==> config.mk <==
export PLATFORM = sky130hd
export DESIGN_NAME = timed_send_scheduler_top
export DESIGN_NICKNAME = d
export VERILOG_FILES = /design/src/hdl/tss_pkg.sv /design/src/hdl/tss_age_cmp.sv /design/src/hdl/tss_slot_mem.sv /design/src/hdl/tss_now_fifo.sv /design/src/hdl/timed_send_scheduler_top.sv
export SDC_FILE = /design/constraint.sdc
export NUM_CORES = 2
export LEC_CHECK = 0
export CAP_MARGIN = 10
export CORE_ASPECT_RATIO = 0.8
export CORE_MARGIN = 5
export CORE_UTILIZATION = 45
export CTS_BUF_LIST = sky130_fd_sc_hd__clkbuf_8
export DETAILED_ROUTE_END_ITERATION = 16
export DONT_BUFFER_PORTS = 1
export MAX_ROUTING_LAYER = met4
export PLACE_DENSITY = 0.65
export SYNTH_ARGS = -nofsm -noshare
export SYNTH_HDL_FRONTEND = slang
export SYNTH_SLANG_ARGS = --single-unit
==> constraint.sdc <==
create_clock -name clk -period 17.5 [get_ports clk]
set_input_delay 0.875 -clock clk [delete_from_list [all_inputs] [get_ports clk]]
set_output_delay 0.875 -clock clk [all_outputs]
set_load 0.03 [all_outputs]
==> src/hdl/tss_pkg.sv <==
`timescale 1ns / 1ps
// ----------------------------------------------------------------------------
// Timed send scheduler package
// Word types, request and result codes, and default sizes shared by the
// scheduler modules.
// ----------------------------------------------------------------------------
package tss_pkg;

	// Default store sizes.
	localparam int TIMED_SLOTS_DEF     = 8;
	localparam int NOW_QUEUE_DEPTH_DEF = 8;

	// Request modes.
	localparam logic [2:0] MODE_TICK     = 3'd0;
	localparam logic [2:0] MODE_NOW      = 3'd1;
	localparam logic [2:0] MODE_DELAY    = 3'd2;
	localparam logic [2:0] MODE_PERIODIC = 3'd3;
	localparam logic [2:0] MODE_STOP     = 3'd4;

	// Result codes.
	localparam logic       EV_DISPATCH  = 1'b0;
	localparam logic       EV_REJECT    = 1'b1;
	localparam logic [1:0] KIND_NOW      = 2'd0;
	localparam logic [1:0] KIND_ONESHOT  = 2'd1;
	localparam logic [1:0] KIND_PERIODIC = 2'd2;

	// Input word.
	typedef struct packed {
		logic [2:0]  mode;
		logic [31:0] dest_ip;
		logic [15:0] dest_port;
		logic [7:0]  message_handle;
		logic [7:0]  wait_seconds;
	} req_t;

	// Result word.
	typedef struct packed {
		logic        event_res;
		logic [1:0]  source_kind;
		logic [31:0] out_ip;
		logic [15:0] out_port;
		logic [7:0]  out_handle;
		logic        last;
	} res_t;

	// Destination of a request as it is stored.
	typedef struct packed {
		logic [31:0] ip;
		logic [15:0] port;
		logic [7:0]  handle;
	} dest_t;

	// One timed slot entry.
	typedef struct packed {
		logic [31:0] deadline;
		logic [7:0]  interval;
		dest_t       dest;
	} slot_ent_t;

	// Write command for the slot memory.
	typedef struct packed {
		logic en;
		logic dl_only;
	} slot_wcmd_t;

	// Destination fields of an input word.
	function automatic dest_t req_dest(input req_t r);
		dest_t d;
		d.ip     = r.dest_ip;
		d.port   = r.dest_port;
		d.handle = r.message_handle;
		return d;
	endfunction

	// Build a result word.
	function automatic res_t make_res(input logic ev, input logic [1:0] kind,
			input dest_t d, input logic lst);
		res_t r;
		r.event_res   = ev;
		r.source_kind = kind;
		r.out_ip      = d.ip;
		r.out_port    = d.port;
		r.out_handle  = d.handle;
		r.last        = lst;
		return r;
	endfunction

endpackage

==> src/hdl/tss_age_cmp.sv <==
`timescale 1ns / 1ps
// ----------------------------------------------------------------------------
// Deadline age compare unit
// Shared subtract and compare used by the slot scan: computes the age of a
// deadline, whether it is due, and whether it beats the best found so far.
// ----------------------------------------------------------------------------
module tss_age_cmp (
	input  logic [31:0] now,
	input  logic [31:0] deadline,
	input  logic        have_best,
	input  logic [31:0] best_age,
	output logic [31:0] age,
	output logic        due,
	output logic        better
);
	// Age modulo 2^32; due when it lies in the lower half of the range.
	assign age    = now - deadline;
	assign due    = ~age[31];
	// Strictly older wins, so ties stay with the lower slot scanned first.
	assign better = ~have_best | (age > best_age);

endmodule

==> src/hdl/tss_slot_mem.sv <==
`timescale 1ns / 1ps
// ----------------------------------------------------------------------------
// Timed slot memory
// Deadline, interval and destination of each timed slot, one write port
// and one registered read port.
// ----------------------------------------------------------------------------
module tss_slot_mem #(
	parameter int TIMED_SLOTS = tss_pkg::TIMED_SLOTS_DEF,
	localparam int IDX_W = $clog2(TIMED_SLOTS)
) (
	input  logic                  clk,
	input  tss_pkg::slot_wcmd_t   wr_cmd,
	input  logic [IDX_W-1:0]      wr_idx,
	input  tss_pkg::slot_ent_t    wr_ent,
	input  logic                  rd_en,
	input  logic [IDX_W-1:0]      rd_idx,
	output tss_pkg::slot_ent_t    rd_ent
);
	import tss_pkg::*;

	logic [31:0] deadline_mem [TIMED_SLOTS];
	logic [7:0]  interval_mem [TIMED_SLOTS];
	dest_t       dest_mem     [TIMED_SLOTS];
	slot_ent_t   rd_q;

	// Write port: a rearm updates the deadline only.
	always_ff @(posedge clk) begin
		if (wr_cmd.en) begin
			deadline_mem[wr_idx] <= wr_ent.deadline;
			if (!wr_cmd.dl_only) begin
				interval_mem[wr_idx] <= wr_ent.interval;
				dest_mem[wr_idx]     <= wr_ent.dest;
			end
		end
	end

	// Registered read port.
	always_ff @(posedge clk) begin
		if (rd_en) begin
			rd_q.deadline <= deadline_mem[rd_idx];
			rd_q.interval <= interval_mem[rd_idx];
			rd_q.dest     <= dest_mem[rd_idx];
		end
	end

	assign rd_ent = rd_q;

endmodule

==> src/hdl/tss_now_fifo.sv <==
`timescale 1ns / 1ps
// ----------------------------------------------------------------------------
// Immediate request queue
// Circular queue of destinations waiting for the next tick, with a head
// pointer, a fill count and a registered read of the head entry.
// ----------------------------------------------------------------------------
module tss_now_fifo #(
	parameter int NOW_QUEUE_DEPTH = tss_pkg::NOW_QUEUE_DEPTH_DEF,
	localparam int PTR_W = $clog2(NOW_QUEUE_DEPTH),
	localparam int CNT_W = $clog2(NOW_QUEUE_DEPTH + 1)
) (
	input  logic                clk,
	input  logic                arst_n,
	input  logic                push,
	input  tss_pkg::dest_t      push_dest,
	input  logic                pop,
	output tss_pkg::dest_t      head_dest,
	output logic [CNT_W-1:0]    count
);
	import tss_pkg::*;

	dest_t              mem [NOW_QUEUE_DEPTH];
	dest_t              rd_q;
	logic [PTR_W-1:0]   head_q;
	logic [CNT_W-1:0]   count_q;
	logic [CNT_W:0]     tail_sum;
	logic [PTR_W-1:0]   tail;

	// Tail is head plus count, wrapped once since the sum stays below twice the depth.
	always_comb begin
		tail_sum = (CNT_W + 1)'(head_q) + (CNT_W + 1)'(count_q);
		if (tail_sum >= (CNT_W + 1)'(NOW_QUEUE_DEPTH)) begin
			tail_sum = tail_sum - (CNT_W + 1)'(NOW_QUEUE_DEPTH);
		end
		tail = tail_sum[PTR_W-1:0];
	end

	// Storage and registered head read.
	always_ff @(posedge clk) begin
		if (push) begin
			mem[tail] <= push_dest;
		end
		if (pop) begin
			rd_q <= mem[head_q];
		end
	end

	// Head pointer and fill count.
	always_ff @(posedge clk or negedge arst_n) begin
		if (!arst_n) begin
			head_q  <= '0;
			count_q <= '0;
		end else begin
			if (pop) begin
				head_q <= (head_q == PTR_W'(NOW_QUEUE_DEPTH - 1)) ? '0 : head_q + 1'b1;
			end
			count_q <= count_q + CNT_W'(push) - CNT_W'(pop);
		end
	end

	assign head_dest = rd_q;
	assign count     = count_q;

endmodule

==> src/hdl/timed_send_scheduler_top.sv <==
`timescale 1ns / 1ps
// ----------------------------------------------------------------------------
// Timed send scheduler
// Queues send requests for immediate, delayed or periodic dispatch and
// releases them on a once-per-second tick in earliest-deadline order.
// ----------------------------------------------------------------------------
// Usage:
// Request words enter on req_valid/req_ready; result words leave on
// res_valid/res_ready from an output register. A send-now request is
// queued, or rejected with a result word when the queue is full. A
// delayed or periodic request searches the slot valid bits in order for
// the lowest free slot and is rejected when none is free. Stop and
// unused modes yield no word. A tick advances time and, unless halted,
// makes passes of the shared age compare unit over all slots, each
// dispatching the earliest due slot, until a pass finds none due; it
// then dispatches one queued immediate request, if any, and flushes
// the final word. Each result is held in a pending register until the
// next one is known, so that the final word of a tick can carry last.
// req_ready is low while the sequencer is busy with a request; a stalled
// receiver holds the sequencer at its next result.
// Reset clears time, the halt flag, all slot valid bits and the queue
// count; no clearing pass is needed.
// ----------------------------------------------------------------------------
module timed_send_scheduler_top #(
	parameter int TIMED_SLOTS     = tss_pkg::TIMED_SLOTS_DEF,
	parameter int NOW_QUEUE_DEPTH = tss_pkg::NOW_QUEUE_DEPTH_DEF
) (
	input  logic          clk,
	input  logic          arst_n,
	input  logic          req_valid,
	output logic          req_ready,
	input  tss_pkg::req_t req,
	output logic          res_valid,
	input  logic          res_ready,
	output tss_pkg::res_t res
);
	import tss_pkg::*;

	localparam int IDX_W = $clog2(TIMED_SLOTS);
	localparam int CNT_W = $clog2(TIMED_SLOTS + 1);
	localparam int QCW   = $clog2(NOW_QUEUE_DEPTH + 1);

	typedef enum logic [2:0] {
		ST_IDLE,
		ST_SCAN,
		ST_DISP,
		ST_FPOP,
		ST_FDATA,
		ST_FIND,
		ST_FLUSH
	} state_t;

	state_t                 state_q;
	logic [31:0]            now_q;
	logic                   halted_q;
	logic [TIMED_SLOTS-1:0] slot_valid_q;
	logic [CNT_W-1:0]       scan_cnt_q;
	logic                   eval_vld_s1;
	logic [IDX_W-1:0]       eval_idx_s1;
	logic                   have_best_q;
	logic [IDX_W-1:0]       best_idx_q;
	logic [31:0]            best_age_q;
	logic [7:0]             best_int_q;
	dest_t                  best_dest_q;
	req_t                   req_q;
	logic                   pend_vld_q;
	res_t                   pend_q;
	logic                   res_vld_q;
	res_t                   res_q;

	logic                   accept;
	logic                   out_free;
	logic                   scan_issue;
	logic                   pend_move;
	logic                   res_load;
	res_t                   last_word;
	logic [IDX_W-1:0]       scan_idx;
	slot_wcmd_t             slot_wcmd;
	logic [IDX_W-1:0]       slot_widx;
	slot_ent_t              slot_went;
	slot_ent_t              slot_rent;
	logic                   fifo_push;
	logic                   fifo_pop;
	dest_t                  fifo_head;
	logic [QCW-1:0]         fifo_count;
	logic                   fifo_full;
	logic [31:0]            age;
	logic                   due;
	logic                   better;
	logic [7:0]             req_interval;

	// Handshake and shared conditions.
	assign req_ready  = (state_q == ST_IDLE);
	assign accept     = req_valid & req_ready;
	assign out_free   = ~res_vld_q | res_ready;
	assign pend_move  = ~pend_vld_q | out_free;
	assign scan_issue = (state_q == ST_SCAN) && (scan_cnt_q < CNT_W'(TIMED_SLOTS));
	assign scan_idx   = scan_cnt_q[IDX_W-1:0];
	assign fifo_full  = (fifo_count == QCW'(NOW_QUEUE_DEPTH));
	assign req_interval = (req_q.mode == MODE_PERIODIC) ? req_q.wait_seconds : 8'd0;

	// The held result moves to the output register in these states.
	assign res_load = pend_vld_q && out_free &&
		((state_q == ST_DISP) || (state_q == ST_FDATA) || (state_q == ST_FLUSH));

	// The held result marked as the final word of its request.
	always_comb begin
		last_word      = pend_q;
		last_word.last = 1'b1;
	end

	// Slot writes: a new entry from the free-slot search, or a periodic rearm.
	always_comb begin
		slot_wcmd  = '0;
		slot_widx  = scan_idx;
		slot_went.deadline = now_q + 32'(req_q.wait_seconds);
		slot_went.interval = req_interval;
		slot_went.dest     = req_dest(req_q);
		if ((state_q == ST_FIND) && !slot_valid_q[scan_idx]) begin
			slot_wcmd.en = 1'b1;
		end else if ((state_q == ST_DISP) && pend_move && (best_int_q != 8'd0)) begin
			slot_wcmd.en       = 1'b1;
			slot_wcmd.dl_only  = 1'b1;
			slot_widx          = best_idx_q;
			slot_went.deadline = now_q + 32'(best_int_q);
		end
	end

	// Immediate queue control.
	assign fifo_push = accept && (req.mode == MODE_NOW) && !fifo_full;
	assign fifo_pop  = (state_q == ST_FPOP);

	tss_slot_mem #(
		.TIMED_SLOTS(TIMED_SLOTS)
	) u_slot_mem (
		.clk    (clk),
		.wr_cmd (slot_wcmd),
		.wr_idx (slot_widx),
		.wr_ent (slot_went),
		.rd_en  (scan_issue),
		.rd_idx (scan_idx),
		.rd_ent (slot_rent)
	);

	tss_now_fifo #(
		.NOW_QUEUE_DEPTH(NOW_QUEUE_DEPTH)
	) u_now_fifo (
		.clk       (clk),
		.arst_n    (arst_n),
		.push      (fifo_push),
		.push_dest (req_dest(req)),
		.pop       (fifo_pop),
		.head_dest (fifo_head),
		.count     (fifo_count)
	);

	tss_age_cmp u_age_cmp (
		.now       (now_q),
		.deadline  (slot_rent.deadline),
		.have_best (have_best_q),
		.best_age  (best_age_q),
		.age       (age),
		.due       (due),
		.better    (better)
	);

	// Sequencer: state, time, slot valid bits, scan registers and result words.
	always_ff @(posedge clk or negedge arst_n) begin
		if (!arst_n) begin
			state_q      <= ST_IDLE;
			now_q        <= '0;
			halted_q     <= 1'b0;
			slot_valid_q <= '0;
			scan_cnt_q   <= '0;
			eval_vld_s1  <= 1'b0;
			have_best_q  <= 1'b0;
			pend_vld_q   <= 1'b0;
			res_vld_q    <= 1'b0;
		end else begin
			res_vld_q <= res_load | (res_vld_q & ~res_ready);
			case (state_q)
				ST_IDLE: begin
					if (accept) begin
						case (req.mode)
							MODE_TICK: begin
								now_q <= now_q + 32'd1;
								if (!halted_q) begin
									scan_cnt_q  <= '0;
									eval_vld_s1 <= 1'b0;
									have_best_q <= 1'b0;
									state_q     <= ST_SCAN;
								end
							end
							MODE_NOW: begin
								if (fifo_full) begin
									pend_q     <= make_res(EV_REJECT, KIND_NOW, req_dest(req), 1'b0);
									pend_vld_q <= 1'b1;
									state_q    <= ST_FLUSH;
								end
							end
							MODE_DELAY, MODE_PERIODIC: begin
								req_q      <= req;
								scan_cnt_q <= '0;
								state_q    <= ST_FIND;
							end
							MODE_STOP: begin
								halted_q <= 1'b1;
							end
							default: begin
							end
						endcase
					end
				end
				ST_SCAN: begin
					// Issue one slot read and judge the slot read in the cycle before.
					eval_vld_s1 <= scan_issue;
					eval_idx_s1 <= scan_idx;
					if (scan_issue) begin
						scan_cnt_q <= scan_cnt_q + 1'b1;
					end
					if (eval_vld_s1 && slot_valid_q[eval_idx_s1] && due && better) begin
						have_best_q <= 1'b1;
						best_idx_q  <= eval_idx_s1;
						best_age_q  <= age;
						best_int_q  <= slot_rent.interval;
						best_dest_q <= slot_rent.dest;
					end
					if (!scan_issue && !eval_vld_s1) begin
						if (have_best_q) begin
							state_q <= ST_DISP;
						end else if (fifo_count != '0) begin
							state_q <= ST_FPOP;
						end else begin
							state_q <= ST_FLUSH;
						end
					end
				end
				ST_DISP: begin
					// Release the earlier result, hold this one, then scan again.
					if (pend_move) begin
						if (pend_vld_q) begin
							res_q <= pend_q;
						end
						pend_q <= make_res(EV_DISPATCH,
							(best_int_q != 8'd0) ? KIND_PERIODIC : KIND_ONESHOT,
							best_dest_q, 1'b0);
						pend_vld_q <= 1'b1;
						if (best_int_q == 8'd0) begin
							slot_valid_q[best_idx_q] <= 1'b0;
						end
						scan_cnt_q  <= '0;
						eval_vld_s1 <= 1'b0;
						have_best_q <= 1'b0;
						state_q     <= ST_SCAN;
					end
				end
				ST_FPOP: begin
					state_q <= ST_FDATA;
				end
				ST_FDATA: begin
					if (pend_move) begin
						if (pend_vld_q) begin
							res_q <= pend_q;
						end
						pend_q     <= make_res(EV_DISPATCH, KIND_NOW, fifo_head, 1'b0);
						pend_vld_q <= 1'b1;
						state_q    <= ST_FLUSH;
					end
				end
				ST_FIND: begin
					// Lowest free slot, one valid bit per cycle.
					if (!slot_valid_q[scan_idx]) begin
						slot_valid_q[scan_idx] <= 1'b1;
						state_q <= ST_IDLE;
					end else if (scan_cnt_q == CNT_W'(TIMED_SLOTS - 1)) begin
						pend_q <= make_res(EV_REJECT,
							(req_interval != 8'd0) ? KIND_PERIODIC : KIND_ONESHOT,
							req_dest(req_q), 1'b0);
						pend_vld_q <= 1'b1;
						state_q    <= ST_FLUSH;
					end else begin
						scan_cnt_q <= scan_cnt_q + 1'b1;
					end
				end
				ST_FLUSH: begin
					// The held result is the final one of this request.
					if (!pend_vld_q) begin
						state_q <= ST_IDLE;
					end else if (out_free) begin
						res_q      <= last_word;
						pend_vld_q <= 1'b0;
						state_q    <= ST_IDLE;
					end
				end
				default: begin
					state_q <= ST_IDLE;
				end
			endcase
		end
	end

	assign res_valid = res_vld_q;
	assign res       = res_q;

`ifndef SYNTHESIS
	// No result may be held back when a new word is taken.
	a_idle_no_pending: assert property (@(posedge clk) disable iff (!arst_n)
		req_ready |-> !pend_vld_q)
		else $error("pending result held while ready");

	// The queue count never passes the depth.
	a_fifo_bound: assert property (@(posedge clk) disable iff (!arst_n)
		fifo_count <= QCW'(NOW_QUEUE_DEPTH))
		else $error("immediate queue overfilled");

	// A tick while running starts a slot scan.
	a_tick_scans: assert property (@(posedge clk) disable iff (!arst_n)
		(accept && (req.mode == MODE_TICK) && !halted_q) |=> (state_q == ST_SCAN))
		else $error("tick did not start a scan");

	// A rejection is always the only, hence final, result of its request.
	a_reject_last: assert property (@(posedge clk) disable iff (!arst_n)
		(res_valid && (res.event_res == EV_REJECT)) |-> res.last)
		else $error("rejection without last");
`endif

endmodule
==> impl_metrics.tcl <==
set metrics [dict create \
    place.port_buffers 0 \
    fill_cells 12000 \
    post-route-min-period_ns 6.07 \
    num_vias 34500 \
    setup.worst_path.start_class "flop" \
    finish.utilization 0.509 \
    die_area_sq_um 159000 \
    chipWidth_um 444 \
    timing.critical_path.arrival_ns 6.63 \
    drcViolationCount 0 \
    vdd_ir_drop_max_mv 0.116 \
    static_leakage_power_nw 24.9 \
    cts.path.max_buffers 4 \
    achievable-frequency_mhz 165 \
    wl_per_cell_um 27.2 \
    ys.warnings.count 0 \
    report.final.slew_viol_count 0 \
    critical_path_required_ns 18.06 \
    grt_setup_unrepaired "false" \
    synthToLayoutAreaGrowth_pct 12.2 \
    timing.final.crit_share 0.347 \
    drt-total-wl_um 162000 \
    drv_cap 0 \
    cellPowerDensity_nw_per_um2 145 \
    initial_core_util 0.453 \
    synth.ff_latch_count 1715 \
    timing.critical_path.to_type "flop" \
    number_of_global_route_vias_before_repair 34900 \
    path_clk_slew_ns 0.07 \
    worst_clock_skew_ns 0.0756 \
    final_layout_size_suffix_gt1_frac 0.233 \
    floorplan.die.height_um 358 \
    clock_latency_ns 0.98 \
    clock_tree.htree_level_count 5 \
    grt-ovfl-total 0 \
    initialDrtViolationCount 3673 \
    grt_most_used_layer "met1" \
    final_hold_viol_count 0 \
    relSlewSlack 0.151 \
    hold_path.class "primary input to flop" \
    avgViaCountPerCell 5.77 \
    postSynthAreaPerCell_sq_um 19.3 \
    grt_antenna_before_repair 6 \
    gr-usage-all-layers 0.210 \
    synth_edf_count 1656 \
    critPathMaxFanout 53 \
    fin_nets 3947 \
    place.gp.congestion 0.932 \
    maximum_number_of_pins_on_one_net_before_global_route_repair 90 \
    globalRouteMet3Util 0.0416 \
    clockRootBuffer "clkbuf_8" \
    ios 133 \
    synth-async-reset-ratio 0.0344 \
    mappedNetlistArea_sq_um 68000 \
    setup-violations-final 0 \
    tritoncts_clock_tree "yes" \
    top_library_cells_by_usage_in_the_layout_fill_and_taps_aside "edfxtp_1 (1656), mux4_2 (308), clkbuf_8 (295), inv_1 (177), mux2_2 (154)" \
    first_drt_pass_iteration_count 6 \
    yosysUniqueCellTypes 71 \
    synth.net_count 3684 \
    dp_hpwl_um 89000 \
    numClockSinks 1715 \
    total_negative_setup_slacks_ns 0 \
    drt.antenna.violating_nets 0 \
    cts_setup_buffers 0 \
    post_synth_inst_count 3518 \
    critPathKind "flop to flop" \
    tightestPinTransition_ns 1.27 \
    global_route_wire_length_before_repair_um 238000 \
    mostFrequentLayoutCell "edfxtp_1" \
    status "complete, no violations" \
    global_route.usage.met1 0.306 \
    ys.flop_type "edfxtp_1" \
    placeableCoreArea_sq_um 150000 \
    rows 127 \
    met2_use_gr 0.304 \
    synth_sequential_area_ratio 0.753 \
    cts-buffers-inserted 285 \
]
==> registers in the layout, summed over array words and instances, names as in the netlist, 56 cells and up <==
signal,cells
u_slot_mem.interval_mem,64
u_now_fifo.head_dest,56
u_slot_mem.rd_ent,96
u_now_fifo.mem,448
last_word,59
best_dest_q,56
u_slot_mem.deadline_mem,256
req_q,67
u_slot_mem.dest_mem,448
res,60
==> cells in the mapped netlist, types with 4 or more instances <==
master / count / area, sq um
buf_2: 12 / 60.1
a31oi_1: 8 / 50.1
o21ai_0: 139 / 696
nand4_1: 20 / 125
a211oi_1: 4 / 30.0
fa_1: 5 / 100
o211ai_1: 34 / 255
o21bai_1: 10 / 75.1
a221oi_1: 4 / 35.0
ha_1: 90 / 1130
xor2_1: 44 / 385
or2_2: 5 / 31.3
nor4_1: 14 / 87.6
o21ai_1: 5 / 25.0
nand3b_1: 4 / 30.0
mux2_2: 154 / 1730
nor2b_1: 10 / 62.6
nand2b_1: 11 / 68.8
xnor2_1: 51 / 447
nor2_1: 111 / 417
nor4b_1: 4 / 35.0
a22oi_1: 30 / 225
mux2i_1: 33 / 330
mux4_2: 308 / 6940
and4_1: 6 / 52.6
and2_1: 15 / 93.8
a21oi_1: 79 / 395
inv_1: 100 / 375
o21a_1: 7 / 52.6
nand2_1: 154 / 578
nand3_1: 28 / 140
or3_1: 33 / 206
o31ai_1: 6 / 45.0
nor3_1: 31 / 155
a21o_1: 30 / 225
and3_1: 12 / 75.1
dfrtp_1: 59 / 1480
clkbuf_1: 113 / 424
edfxtp_1: 1656 / 49700
buf_1: 30 / 113
==> stage by stage <==
stage               cell area (sq um)  setup WS (ns)  hold slack [ns]  power (mW)  cells
floorplan                       68000           4.05            0.400        7.14   3518
global placement                70600          11.56            0.400        7.94   5424
detailed placement              70600          11.50            0.405        7.96   5424
CTS                             76300          11.49           0.0325        11.2   5969
global route                    76300          11.04           0.0765        11.6   5975
finish                          76300          11.43            0.137        11.1   5978
==> layer usage <==
metal	routed length, um	vias to the layer above	share of wire
li1	-	14700	-
met1	72200	17900	0.44
met2	73200	1541	0.45
met3	13100	291	0.081
met4	3980	0	0.024
met5	0	-	0
==> final cells by class <==
class | instances | area (sq um) | area share
Antenna cell | 9 | 22.5 | 0.000295
Clock buffer | 295 | 4060 | 0.0532
Clock inverter | 181 | 881 | 0.0115
Inverter | 100 | 377 | 0.00494
Multi-Input combinational cell | 1546 | 16000 | 0.210
Sequential cell | 1715 | 51200 | 0.672
Tap cell | 1999 | 2500 | 0.0328
Timing Repair Buffer | 133 | 1210 | 0.0159
==> power by group <==
| part | leakage, nW | switching (mW) | internal, mW |
|---|---|---|---|
| combinational | 6.45 | 1.48 | 1.09 |
| clock | 2.83 | 1.53 | 1.63 |
| sequential | 15.6 | 0.302 | 5.04 |
==> final timing paths <==
path / from / to / slack [ns] / cells past startpoint
max: now_q[17] / best_dest_q[40] / 11.43 / 16
min: req[66] / halted_q / 0.14 / 1
max reg2reg: now_q[17] / best_dest_q[40] / 11.43 / 16
min reg2reg: last_word[52] / res[52] / 0.41 / 0
max in group asynchronous: arst_n / now_q[0] / 16.65 / 2
min in group asynchronous: arst_n / slot_valid_q[0] / 0.52 / 2
==> worst max-delay path: stages (launching register included) <==
cell and delay [ns]:
dfrtp_1 0.48, ha_1 0.45, a2111oi_0 0.40, o21ai_0 0.21
a41oi_1 0.29, o211ai_1 0.22, a211oi_1 0.39, o21ai_0 0.14
a21oi_1 0.18, xnor2_1 0.12, ha_1 0.29, nand4_1 0.15
nor4_1 0.39, a221oi_1 0.17, nor4_2 0.27, buf_4 0.53
buf_4 0.91
==> timing repair <==
action,4_1_cts,5_1_grt
setup endpoints to repair,0,0
gates resized for setup,0,0
hold endpoints to repair,574,0
hold buffers,69,0
==> logic make-up (layout without fill, tap and decap cells) <==
| group | count (synthesis) | after routing | share of synthesized area |
|---|---|---|---|
| other cells | 0 | 9 | 0 |
| flops | 1715 | 1715 | 0.753 |
| compound gates | 385 | 385 | 0.0349 |
| simple gates | 476 | 476 | 0.0344 |
| buf+inv | 257 | 709 | 0.0145 |
| mux | 495 | 495 | 0.132 |
| xor+xnor | 95 | 95 | 0.0122 |
| fa+ha+maj | 95 | 95 | 0.0180 |
Note: power is estimated with default switching activity, not from simulation.
